===== config.mk =====
export PLATFORM = sky130hd
export DESIGN_NAME = link_adaptation_policy_flat
export DESIGN_NICKNAME = d
export VERILOG_FILES = /design/src/rtl/lap_pkg.sv /design/src/rtl/lap_if.sv /design/src/rtl/lap_policy_core.sv /design/src/rtl/link_adaptation_policy.sv /design/src/flat_wrapper.sv
export SDC_FILE = /design/constraint.sdc
export NUM_CORES = 2
export LEC_CHECK = 0
export CAP_MARGIN = 20
export CELL_PAD_IN_SITES_DETAIL_PLACEMENT = 1
export CELL_PAD_IN_SITES_GLOBAL_PLACEMENT = 1
export CORE_MARGIN = 4
export CORE_UTILIZATION = 36
export CTS_CLUSTER_DIAMETER = 60
export DETAILED_ROUTE_END_ITERATION = 10
export DONT_BUFFER_PORTS = 1
export GPL_TIMING_DRIVEN = 0
export PLACE_DENSITY_LB_ADDON = 0.25
export SLEW_MARGIN = 40
export SYNTH_ARGS = -nofsm -noshare
export SYNTH_HDL_FRONTEND = slang
export SYNTH_HIERARCHICAL = 1
export SYNTH_SLANG_ARGS = --single-unit
export TNS_END_PERCENT = 10

===== constraint.sdc =====
create_clock -name clock -period 12.2 [get_ports clock]
set_input_delay 2.44 -clock clock [delete_from_list [all_inputs] [get_ports clock]]
set_output_delay 2.44 -clock clock [all_outputs]
set_load 0.01 [all_outputs]

===== src/rtl/lap_pkg.sv =====
// -----------------------------------------------------------------------------
// lap_pkg: shared types and constants of the link adaptation policy
// Word types, register codes, tier table and fixed-point limits.
// -----------------------------------------------------------------------------
package lap_pkg;

   // configuration register codes
   typedef enum logic [2:0] {
      REG_MODEL_BIAS       = 3'd0,
      REG_WEIGHT_SNR       = 3'd1,
      REG_WEIGHT_SCINT     = 3'd2,
      REG_WEIGHT_BER       = 3'd3,
      REG_WEIGHT_TURBIDITY = 3'd4,
      REG_LOW_BATTERY_MV   = 3'd5
   } lap_reg_type;

   typedef enum logic [1:0] {
      MOD_OOK  = 2'd0,
      MOD_PPM2 = 2'd1,
      MOD_PPM4 = 2'd2
   } lap_mod_type;

   typedef enum logic [1:0] {
      RATE_1M = 2'd0,
      RATE_2M = 2'd1,
      RATE_5M = 2'd2
   } lap_rate_type;

   typedef enum logic [1:0] {
      TIER_BEST = 2'd0,
      TIER_GOOD = 2'd1,
      TIER_FAIR = 2'd2,
      TIER_POOR = 2'd3
   } lap_tier_type;

   localparam int CSR_INDEX_W = 3;
   localparam int CSR_DATA_W  = 17;
   localparam int SUM_W       = 31;

   typedef struct packed {
      logic signed [15:0] snr_db;
      logic [19:0]        ber_ppm;
      logic [15:0]        turbidity;
      logic [15:0]        scint_index;
      logic [12:0]        battery_mv;
   } lap_req_type;

   typedef struct packed {
      logic [1:0]  link_tier;
      logic [1:0]  modulation;
      logic [1:0]  sym_rate;
      logic [3:0]  tx_power;
      logic [2:0]  rx_gain;
      logic [15:0] detect_threshold;
   } lap_rsp_type;

   typedef struct packed {
      logic signed [16:0] model_bias;
      logic signed [15:0] weight_snr;
      logic signed [16:0] weight_scint;
      logic signed [15:0] weight_ber;
      logic signed [15:0] weight_turbidity;
      logic [12:0]        low_battery_mv;
   } lap_cfg_type;

   localparam lap_cfg_type CFG_RESET = '{
      model_bias:       -17'sd1442,
      weight_snr:       -16'sd786,
      weight_scint:     17'sd27525,
      weight_ber:       16'sd4362,
      weight_turbidity: 16'sd1966,
      low_battery_mv:   13'd3350
   };

   // tier thresholds (SNR in 1/256 dB, turbidity in 1/256 NTU)
   localparam logic signed [15:0] SNR_TIER0 = 16'sd5120;
   localparam logic signed [15:0] SNR_TIER1 = 16'sd3584;
   localparam logic signed [15:0] SNR_TIER2 = 16'sd2048;
   localparam logic [19:0]        BER_TIER0 = 20'd100;
   localparam logic [19:0]        BER_TIER1 = 20'd500;
   localparam logic [19:0]        BER_TIER2 = 20'd2000;
   localparam logic [15:0]        TURB_TIER0 = 16'd512;

   localparam logic [3:0] POWER_CAP = 4'd8;

   // threshold limits, Q16
   localparam logic signed [SUM_W-1:0] DELTA_MAX   = 31'sd19661;
   localparam logic signed [SUM_W-1:0] DELTA_MIN   = -31'sd19661;
   localparam logic signed [16:0]      THRESH_HALF = 17'sd32768;
   localparam logic signed [16:0]      THRESH_MIN  = 17'sd9830;
   localparam logic signed [16:0]      THRESH_MAX  = 17'sd55706;

   function automatic lap_mod_type tier_mod(input lap_tier_type tier);
      case (tier)
         TIER_BEST: tier_mod = MOD_OOK;
         TIER_GOOD: tier_mod = MOD_PPM2;
         default:   tier_mod = MOD_PPM4;
      endcase
   endfunction

   function automatic lap_rate_type tier_rate(input lap_tier_type tier);
      case (tier)
         TIER_BEST: tier_rate = RATE_5M;
         TIER_GOOD: tier_rate = RATE_2M;
         TIER_FAIR: tier_rate = RATE_2M;
         default:   tier_rate = RATE_1M;
      endcase
   endfunction

   function automatic logic [3:0] tier_power(input lap_tier_type tier);
      case (tier)
         TIER_BEST: tier_power = 4'd2;
         TIER_GOOD: tier_power = 4'd5;
         TIER_FAIR: tier_power = 4'd8;
         default:   tier_power = 4'd12;
      endcase
   endfunction

   function automatic logic [2:0] tier_gain(input lap_tier_type tier);
      case (tier)
         TIER_BEST: tier_gain = 3'd1;
         TIER_GOOD: tier_gain = 3'd2;
         TIER_FAIR: tier_gain = 3'd4;
         default:   tier_gain = 3'd6;
      endcase
   endfunction

endpackage


===== src/rtl/lap_if.sv =====
// -----------------------------------------------------------------------------
// lap_if: channel interfaces of the link adaptation policy
// Measurement channel, setting channel and register write channel.
// -----------------------------------------------------------------------------
interface lap_req_if;
   logic               valid;
   logic               ready;
   logic signed [15:0] snr_db;
   logic [19:0]        ber_ppm;
   logic [15:0]        turbidity;
   logic [15:0]        scint_index;
   logic [12:0]        battery_mv;

   modport source (output valid, snr_db, ber_ppm, turbidity, scint_index, battery_mv,
                   input ready);
   modport sink (input valid, snr_db, ber_ppm, turbidity, scint_index, battery_mv,
                 output ready);
endinterface

interface lap_rsp_if;
   logic        valid;
   logic        ready;
   logic [1:0]  link_tier;
   logic [1:0]  modulation;
   logic [1:0]  sym_rate;
   logic [3:0]  tx_power;
   logic [2:0]  rx_gain;
   logic [15:0] detect_threshold;

   modport source (output valid, link_tier, modulation, sym_rate, tx_power,
                   rx_gain, detect_threshold, input ready);
   modport sink (input valid, link_tier, modulation, sym_rate, tx_power,
                 rx_gain, detect_threshold, output ready);
endinterface

interface lap_csr_if;
   logic                           valid;
   logic                           ready;
   logic [lap_pkg::CSR_INDEX_W-1:0] index;
   logic [lap_pkg::CSR_DATA_W-1:0]  data;

   modport source (output valid, index, data, input ready);
   modport sink (input valid, index, data, output ready);
endinterface


===== src/rtl/lap_policy_core.sv =====
// -----------------------------------------------------------------------------
// lap_policy_core: tier decision and detection threshold
// Combinational: one measurement word and the registers in, one setting out.
// -----------------------------------------------------------------------------
module lap_policy_core (
   input  lap_pkg::lap_req_type req,
   input  lap_pkg::lap_cfg_type cfg,
   output lap_pkg::lap_rsp_type rsp
);

   lap_pkg::lap_tier_type   tier;
   lap_pkg::lap_rate_type   rate;
   logic [3:0]              power;

   logic signed [31:0]      prod_snr;
   logic signed [33:0]      prod_scint;
   logic signed [36:0]      prod_ber;
   logic signed [32:0]      prod_turb;
   logic signed [lap_pkg::SUM_W-1:0] sum;
   logic signed [lap_pkg::SUM_W-1:0] delta;
   logic signed [16:0]      thr_raw;
   logic signed [16:0]      thr;

   always_comb begin
      if (req.snr_db > lap_pkg::SNR_TIER0 && req.ber_ppm < lap_pkg::BER_TIER0 &&
          req.turbidity < lap_pkg::TURB_TIER0) begin
         tier = lap_pkg::TIER_BEST;
      end else if (req.snr_db > lap_pkg::SNR_TIER1 && req.ber_ppm < lap_pkg::BER_TIER1) begin
         tier = lap_pkg::TIER_GOOD;
      end else if (req.snr_db > lap_pkg::SNR_TIER2 && req.ber_ppm < lap_pkg::BER_TIER2) begin
         tier = lap_pkg::TIER_FAIR;
      end else begin
         tier = lap_pkg::TIER_POOR;
      end
   end

   // low battery with power above the cap: cap power and drop to the slowest rate
   always_comb begin
      rate  = lap_pkg::tier_rate(tier);
      power = lap_pkg::tier_power(tier);
      if (req.battery_mv < cfg.low_battery_mv && power > lap_pkg::POWER_CAP) begin
         power = lap_pkg::POWER_CAP;
         rate  = lap_pkg::RATE_1M;
      end
   end

   // unsigned measurements enter the products with a zero sign bit
   assign prod_snr   = cfg.weight_snr * req.snr_db;
   assign prod_scint = cfg.weight_scint * $signed({1'b0, req.scint_index});
   assign prod_ber   = cfg.weight_ber * $signed({1'b0, req.ber_ppm});
   assign prod_turb  = cfg.weight_turbidity * $signed({1'b0, req.turbidity});

   assign sum = lap_pkg::SUM_W'(cfg.model_bias)
              + lap_pkg::SUM_W'(prod_snr >>> 8)
              + lap_pkg::SUM_W'(prod_scint >>> 15)
              + lap_pkg::SUM_W'(prod_ber >>> 8)
              + lap_pkg::SUM_W'(prod_turb >>> 8);

   always_comb begin
      if (sum > lap_pkg::DELTA_MAX) begin
         delta = lap_pkg::DELTA_MAX;
      end else if (sum < lap_pkg::DELTA_MIN) begin
         delta = lap_pkg::DELTA_MIN;
      end else begin
         delta = sum;
      end
   end

   assign thr_raw = lap_pkg::THRESH_HALF + 17'(delta);

   always_comb begin
      if (thr_raw < lap_pkg::THRESH_MIN) begin
         thr = lap_pkg::THRESH_MIN;
      end else if (thr_raw > lap_pkg::THRESH_MAX) begin
         thr = lap_pkg::THRESH_MAX;
      end else begin
         thr = thr_raw;
      end
   end

   always_comb begin
      rsp.link_tier        = tier;
      rsp.modulation       = lap_pkg::tier_mod(tier);
      rsp.sym_rate         = rate;
      rsp.tx_power         = power;
      rsp.rx_gain          = lap_pkg::tier_gain(tier);
      rsp.detect_threshold = thr[15:0];
   end

endmodule


===== src/rtl/link_adaptation_policy.sv =====
// -----------------------------------------------------------------------------
// link_adaptation_policy: optical link transmit setting from measurements
// Takes one measurement word a cycle and returns one setting word for each,
// in order. A word is held in the input register while the tier compares,
// the four model products and the threshold clamps are worked out, then
// lands in the result register when that register is free or its word is
// taken, and rsp valid rises with it. Throughput is one word per clock as
// long as the result side takes its words. The result register parts the
// two sides, so a new word is taken while a finished one waits. The user
// must write registers through csr_bus only while the block holds no word;
// the block itself does not enforce this. Writes to unused indexes are
// dropped.
// -----------------------------------------------------------------------------
module link_adaptation_policy (
   input  logic         clock,
   input  logic         reset,
   lap_req_if.sink      req_bus,
   lap_rsp_if.source    rsp_bus,
   lap_csr_if.sink      csr_bus
);

   lap_pkg::lap_cfg_type cfg_ff;
   lap_pkg::lap_cfg_type cfg_in;
   lap_pkg::lap_req_type in_word_ff;
   lap_pkg::lap_rsp_type rsp_word_ff;
   lap_pkg::lap_rsp_type core_rsp;
   logic                 in_valid_ff;
   logic                 in_valid_in;
   logic                 rsp_valid_ff;
   logic                 rsp_valid_in;
   logic                 adv_out;
   logic                 adv_in;

   // ---- register file ----
   assign csr_bus.ready = 1'b1;

   always_comb begin
      cfg_in = cfg_ff;
      if (csr_bus.valid) begin
         case (lap_pkg::lap_reg_type'(csr_bus.index))
            lap_pkg::REG_MODEL_BIAS:       cfg_in.model_bias       = csr_bus.data;
            lap_pkg::REG_WEIGHT_SNR:       cfg_in.weight_snr       = csr_bus.data[15:0];
            lap_pkg::REG_WEIGHT_SCINT:     cfg_in.weight_scint     = csr_bus.data;
            lap_pkg::REG_WEIGHT_BER:       cfg_in.weight_ber       = csr_bus.data[15:0];
            lap_pkg::REG_WEIGHT_TURBIDITY: cfg_in.weight_turbidity = csr_bus.data[15:0];
            lap_pkg::REG_LOW_BATTERY_MV:   cfg_in.low_battery_mv   = csr_bus.data[12:0];
            default: ;
         endcase
      end
   end

   always_ff @(posedge clock) begin
      if (reset) begin
         cfg_ff <= lap_pkg::CFG_RESET;
      end else begin
         cfg_ff <= cfg_in;
      end
   end

   // ---- pipeline control ----
   assign adv_out       = !rsp_valid_ff || rsp_bus.ready;
   assign adv_in        = !in_valid_ff || adv_out;
   assign req_bus.ready = adv_in;

   always_comb begin
      in_valid_in  = adv_in ? req_bus.valid : in_valid_ff;
      rsp_valid_in = adv_out ? in_valid_ff : rsp_valid_ff;
   end

   always_ff @(posedge clock) begin
      if (reset) begin
         in_valid_ff  <= 1'b0;
         rsp_valid_ff <= 1'b0;
      end else begin
         in_valid_ff  <= in_valid_in;
         rsp_valid_ff <= rsp_valid_in;
      end
   end

   // ---- payload ----
   always_ff @(posedge clock) begin
      if (adv_in && req_bus.valid) begin
         in_word_ff.snr_db      <= req_bus.snr_db;
         in_word_ff.ber_ppm     <= req_bus.ber_ppm;
         in_word_ff.turbidity   <= req_bus.turbidity;
         in_word_ff.scint_index <= req_bus.scint_index;
         in_word_ff.battery_mv  <= req_bus.battery_mv;
      end
      if (adv_out && in_valid_ff) begin
         rsp_word_ff <= core_rsp;
      end
   end

   lap_policy_core u_core (
      .req (in_word_ff),
      .cfg (cfg_ff),
      .rsp (core_rsp)
   );

   assign rsp_bus.valid            = rsp_valid_ff;
   assign rsp_bus.link_tier        = rsp_word_ff.link_tier;
   assign rsp_bus.modulation       = rsp_word_ff.modulation;
   assign rsp_bus.sym_rate         = rsp_word_ff.sym_rate;
   assign rsp_bus.tx_power         = rsp_word_ff.tx_power;
   assign rsp_bus.rx_gain          = rsp_word_ff.rx_gain;
   assign rsp_bus.detect_threshold = rsp_word_ff.detect_threshold;

endmodule


===== src/flat_wrapper.sv =====
// flat-port wrapper written by rule: the top's interface ports become plain ports
module link_adaptation_policy_flat 
  (clock, reset, req_bus_valid, req_bus_snr_db, req_bus_ber_ppm, req_bus_turbidity, req_bus_scint_index, req_bus_battery_mv, req_bus_ready, rsp_bus_valid, rsp_bus_link_tier, rsp_bus_modulation, rsp_bus_sym_rate, rsp_bus_tx_power, rsp_bus_rx_gain, rsp_bus_detect_threshold, rsp_bus_ready, csr_bus_valid, csr_bus_index, csr_bus_data, csr_bus_ready);
  lap_req_if req_bus_i ();
  lap_rsp_if rsp_bus_i ();
  lap_csr_if csr_bus_i ();
  input  logic clock;
  input  logic reset;
  input wire logic [$bits(req_bus_i.valid)-1:0] req_bus_valid;
  input wire logic [$bits(req_bus_i.snr_db)-1:0] req_bus_snr_db;
  input wire logic [$bits(req_bus_i.ber_ppm)-1:0] req_bus_ber_ppm;
  input wire logic [$bits(req_bus_i.turbidity)-1:0] req_bus_turbidity;
  input wire logic [$bits(req_bus_i.scint_index)-1:0] req_bus_scint_index;
  input wire logic [$bits(req_bus_i.battery_mv)-1:0] req_bus_battery_mv;
  output wire logic [$bits(req_bus_i.ready)-1:0] req_bus_ready;
  output wire logic [$bits(rsp_bus_i.valid)-1:0] rsp_bus_valid;
  output wire logic [$bits(rsp_bus_i.link_tier)-1:0] rsp_bus_link_tier;
  output wire logic [$bits(rsp_bus_i.modulation)-1:0] rsp_bus_modulation;
  output wire logic [$bits(rsp_bus_i.sym_rate)-1:0] rsp_bus_sym_rate;
  output wire logic [$bits(rsp_bus_i.tx_power)-1:0] rsp_bus_tx_power;
  output wire logic [$bits(rsp_bus_i.rx_gain)-1:0] rsp_bus_rx_gain;
  output wire logic [$bits(rsp_bus_i.detect_threshold)-1:0] rsp_bus_detect_threshold;
  input wire logic [$bits(rsp_bus_i.ready)-1:0] rsp_bus_ready;
  input wire logic [$bits(csr_bus_i.valid)-1:0] csr_bus_valid;
  input wire logic [$bits(csr_bus_i.index)-1:0] csr_bus_index;
  input wire logic [$bits(csr_bus_i.data)-1:0] csr_bus_data;
  output wire logic [$bits(csr_bus_i.ready)-1:0] csr_bus_ready;
  assign req_bus_i.valid = req_bus_valid;
  assign req_bus_i.snr_db = req_bus_snr_db;
  assign req_bus_i.ber_ppm = req_bus_ber_ppm;
  assign req_bus_i.turbidity = req_bus_turbidity;
  assign req_bus_i.scint_index = req_bus_scint_index;
  assign req_bus_i.battery_mv = req_bus_battery_mv;
  assign req_bus_ready = req_bus_i.ready;
  assign rsp_bus_valid = rsp_bus_i.valid;
  assign rsp_bus_link_tier = rsp_bus_i.link_tier;
  assign rsp_bus_modulation = rsp_bus_i.modulation;
  assign rsp_bus_sym_rate = rsp_bus_i.sym_rate;
  assign rsp_bus_tx_power = rsp_bus_i.tx_power;
  assign rsp_bus_rx_gain = rsp_bus_i.rx_gain;
  assign rsp_bus_detect_threshold = rsp_bus_i.detect_threshold;
  assign rsp_bus_i.ready = rsp_bus_ready;
  assign csr_bus_i.valid = csr_bus_valid;
  assign csr_bus_i.index = csr_bus_index;
  assign csr_bus_i.data = csr_bus_data;
  assign csr_bus_ready = csr_bus_i.ready;
  link_adaptation_policy u_core (.clock(clock), .reset(reset), .req_bus(req_bus_i), .rsp_bus(rsp_bus_i), .csr_bus(csr_bus_i));
endmodule

==> impl_results.md <==
* Maximum capacitance violations at 0
* Layout Nets at 7053
* Initial Utilization at 36.3%
* Die Wd at 381 um
* Avg WL per Cell at 22.1 um
* Post-synth EDFFs at between 100 and 150
* HP Class: reg2reg
* Seq/Total Area, Yosys at 10.5%
* Crit end category: flop
* Vias in the first global route at a little over 40000
* Routability cong. at 0.876
* Post-DR vias/cell at between 4 and 5
* Xor/xnor cell area share of the yosys netlist at ~2.1%
* Pins Over Slew Limit at 0
* CP required at 12510 ps
* Final ANT Viol Nets at 0
* Seq cells post-synth at 207
* Synth-to-layout area growth at 9.62%
* Final setup violation count at 0
* Global-route wire length before repair at 247 mm
* Port bufs at 0
* Largest family of logic cells by synthesized area: adder cells
* CP max stage delay at around 580 ps
* Initial antenna violation count at 25
* # rows at 136
* Die footprint at roughly 0.15 mm2
* Mux share of post-synthesis cell area at between 1.5 and 2%
* Reg clk slew, reported paths at 60 ps
* Worst setup SP type: flop
* Worst hold slack at 478 ps
* Worst skew pair latency at 630 ps
* Ys async rst share at 0%
* CP Max Fanout at 10
* Net Count, Synth at roughly 7000
* TritonCTS buffer count at 34
* Syn Std Cell Area at 0.0501 mm2
* Hold buffers post-CTS at 0
* CP max stage cell: fa_1
* Hpwl dp at 134 mm
* Crit share post-route at 97.4%
* Largest net degree at the start of global routing at 30
* Post-synthesis compound-gate area fraction at 4.55%
* Synth Instances at 5345
* Overall routing resource usage at 22.5%
* Max Freq at 84.2 MHz
* Avg Synthesized Cell Area at 9.37 um2
* Grt total ovfl at 0
* Max_slew headroom at 39.1%
* Final hold vios at 0
* DRC viols at 0
* Synth Area in Adders at 53.9%
* Min cycle time layout at 11880 ps
* Worst-Margin Slew at between 900 and 1000 ps
* RSZ-0062 raised after global routing: yes
* DR iter-0 viols at ~1700
* Core Region at 0.138 mm2
* Synth unique cells at between 90 and 100
* Layout cell share with drive strength beyond 1 at 6.97%
* Detailed Routing Iterations Pass 1 at 5
* Clock sinks at 207
* Synth Flop Type: edfxtp_1
* CTS H-tree depth at 2
* Highest-count cells in the layout ignoring fill and taps: 1275 x inv_1, 1058 x fa_1, 654 x nand2_1
* Max Clock Skew at 52.0 ps
* DRT Wirelength at 160 mm
* CP Class: reg2reg
* Chip height at 381 um
* Synth warn at 6
* Critical Path AT at 12190 ps
* Status: complete, no violations
* Total number of vias at between 30000 and 40000
* Post-Synth Simple-Gate Area at 15.7%
* Commonest non-fill, non-tap cell in the layout: inv_1
* Ports at 138
* Most common cell on crit path: fa_1
* Root Buffer: clkbuf_16
* CTS tree: done
* Bufs on Longest Clock Path at 3
-- flip-flops by register name (all words and copies together), names as in the netlist, 2 cells and up --
name                             cells
u_core/rsp_bus.link_tier             2
u_core/rsp_bus.tx_power              4
u_core/rsp_bus.modulation            2
u_core/in_word_ff                   81
u_core/rsp_bus.rx_gain               3
u_core/rsp_bus.detect_threshold     16
u_core/cfg_ff                       95
u_core/rsp_bus.sym_rate              2
-- cell families after synthesis --
group / Yosys count
buffers and inverters: 1480
AND/OR/NAND/NOR: 1589
AO/OA/AOI/OAI: 332
adder cells (fa/ha/maj): 1520
other: 1
flip-flops: 207
XOR/XNOR: 119
multiplexers: 97
-- stage by stage --
step	TNS [ps]	setup WS, ps	std cells	instance area, um2	util, %
2_1_floorplan	0	417	5345	50100	-
3_3_place_gp	-37680	-2570	7139	52300	38.0
3_5_place_dp	-40620	-2750	7142	52400	38.0
4_1_cts	0	8.93	7231	54300	39.4
5_1_grt	-430	-76.1	7247	54900	39.8
6_report	0	322	7255	54900	39.8
-- critical path: cells and delay by family, from the launching register on --
family / cells / cell delay (ps)
adder cells (fa/ha/maj): 12 / 5660
AO/OA/AOI/OAI: 11 / 2500
AND/OR/NAND/NOR: 8 / 1700
XOR/XNOR: 2 / 720
buffers and inverters: 6 / 500
flip-flops: 1 / 430
-- routing by layer --
metal / global-route usage, % / part of all wire, % / wire [um] / up-vias
li1: - / - / - / 16200
met4: 6.56 / 3.2 / 5060 / 8
met1: 30.3 / 44 / 70200 / 18900
met3: 4.71 / 6.7 / 10800 / 185
met2: 36.7 / 46 / 74300 / 845
met5: 0 / 0.036 / 58 / -
-- layout make-up --
class | instances | area [um2]
Sequential cell | 207 | 5310
Multi-Input combinational cell | 3659 | 39800
Clock inverter | 24 | 320
Clock buffer | 37 | 872
Inverter | 1278 | 4800
Tap cell | 1794 | 2240
Buffer | 189 | 1020
Fill cell | 15900 | 82900
Antenna cell | 9 | 22.5
Timing Repair Buffer | 58 | 498
-- cell usage after synthesis (all sizes together) (74+ instances only) --
library cell | count | area, um2
inv | 1277 | 4790
fa | 1062 | 21300
nand2 | 658 | 2470
and2 | 464 | 2900
ha | 458 | 5730
nor2 | 179 | 679
clkbuf | 174 | 654
nand2b | 116 | 726
edfxtp | 110 | 3300
dfxtp | 97 | 1940
mux2i | 95 | 951
a21oi | 90 | 450
xnor2 | 74 | 667
-- timing repair --
action / in CTS / in global routing
cloned: 0 / 1
setup buffers: 36 / 19
endpoints found under the setup margin: 16 / 16
resized for setup: 172 / 136
pin swaps: 14 / 33
-- path summary, 6_finish.rpt --
| kind | startpoint | to | slack (ps) | depth (start not counted) |
|---|---|---|---|---|
| max | u_core/cfg_ff[55] | u_core/rsp_bus.detect_threshold[15] | 320 | 39 |
| min | u_core/in_valid_ff | u_core/rsp_bus.valid | 480 | 2 |
| max reg2reg | u_core/cfg_ff[55] | u_core/rsp_bus.detect_threshold[15] | 320 | 39 |
| min reg2reg | u_core/in_valid_ff | u_core/rsp_bus.valid | 480 | 2 |
Power is left out: the tool's default activity adds up to more than one toggle a clock period on the data nets, which glitch-free logic cannot reach.
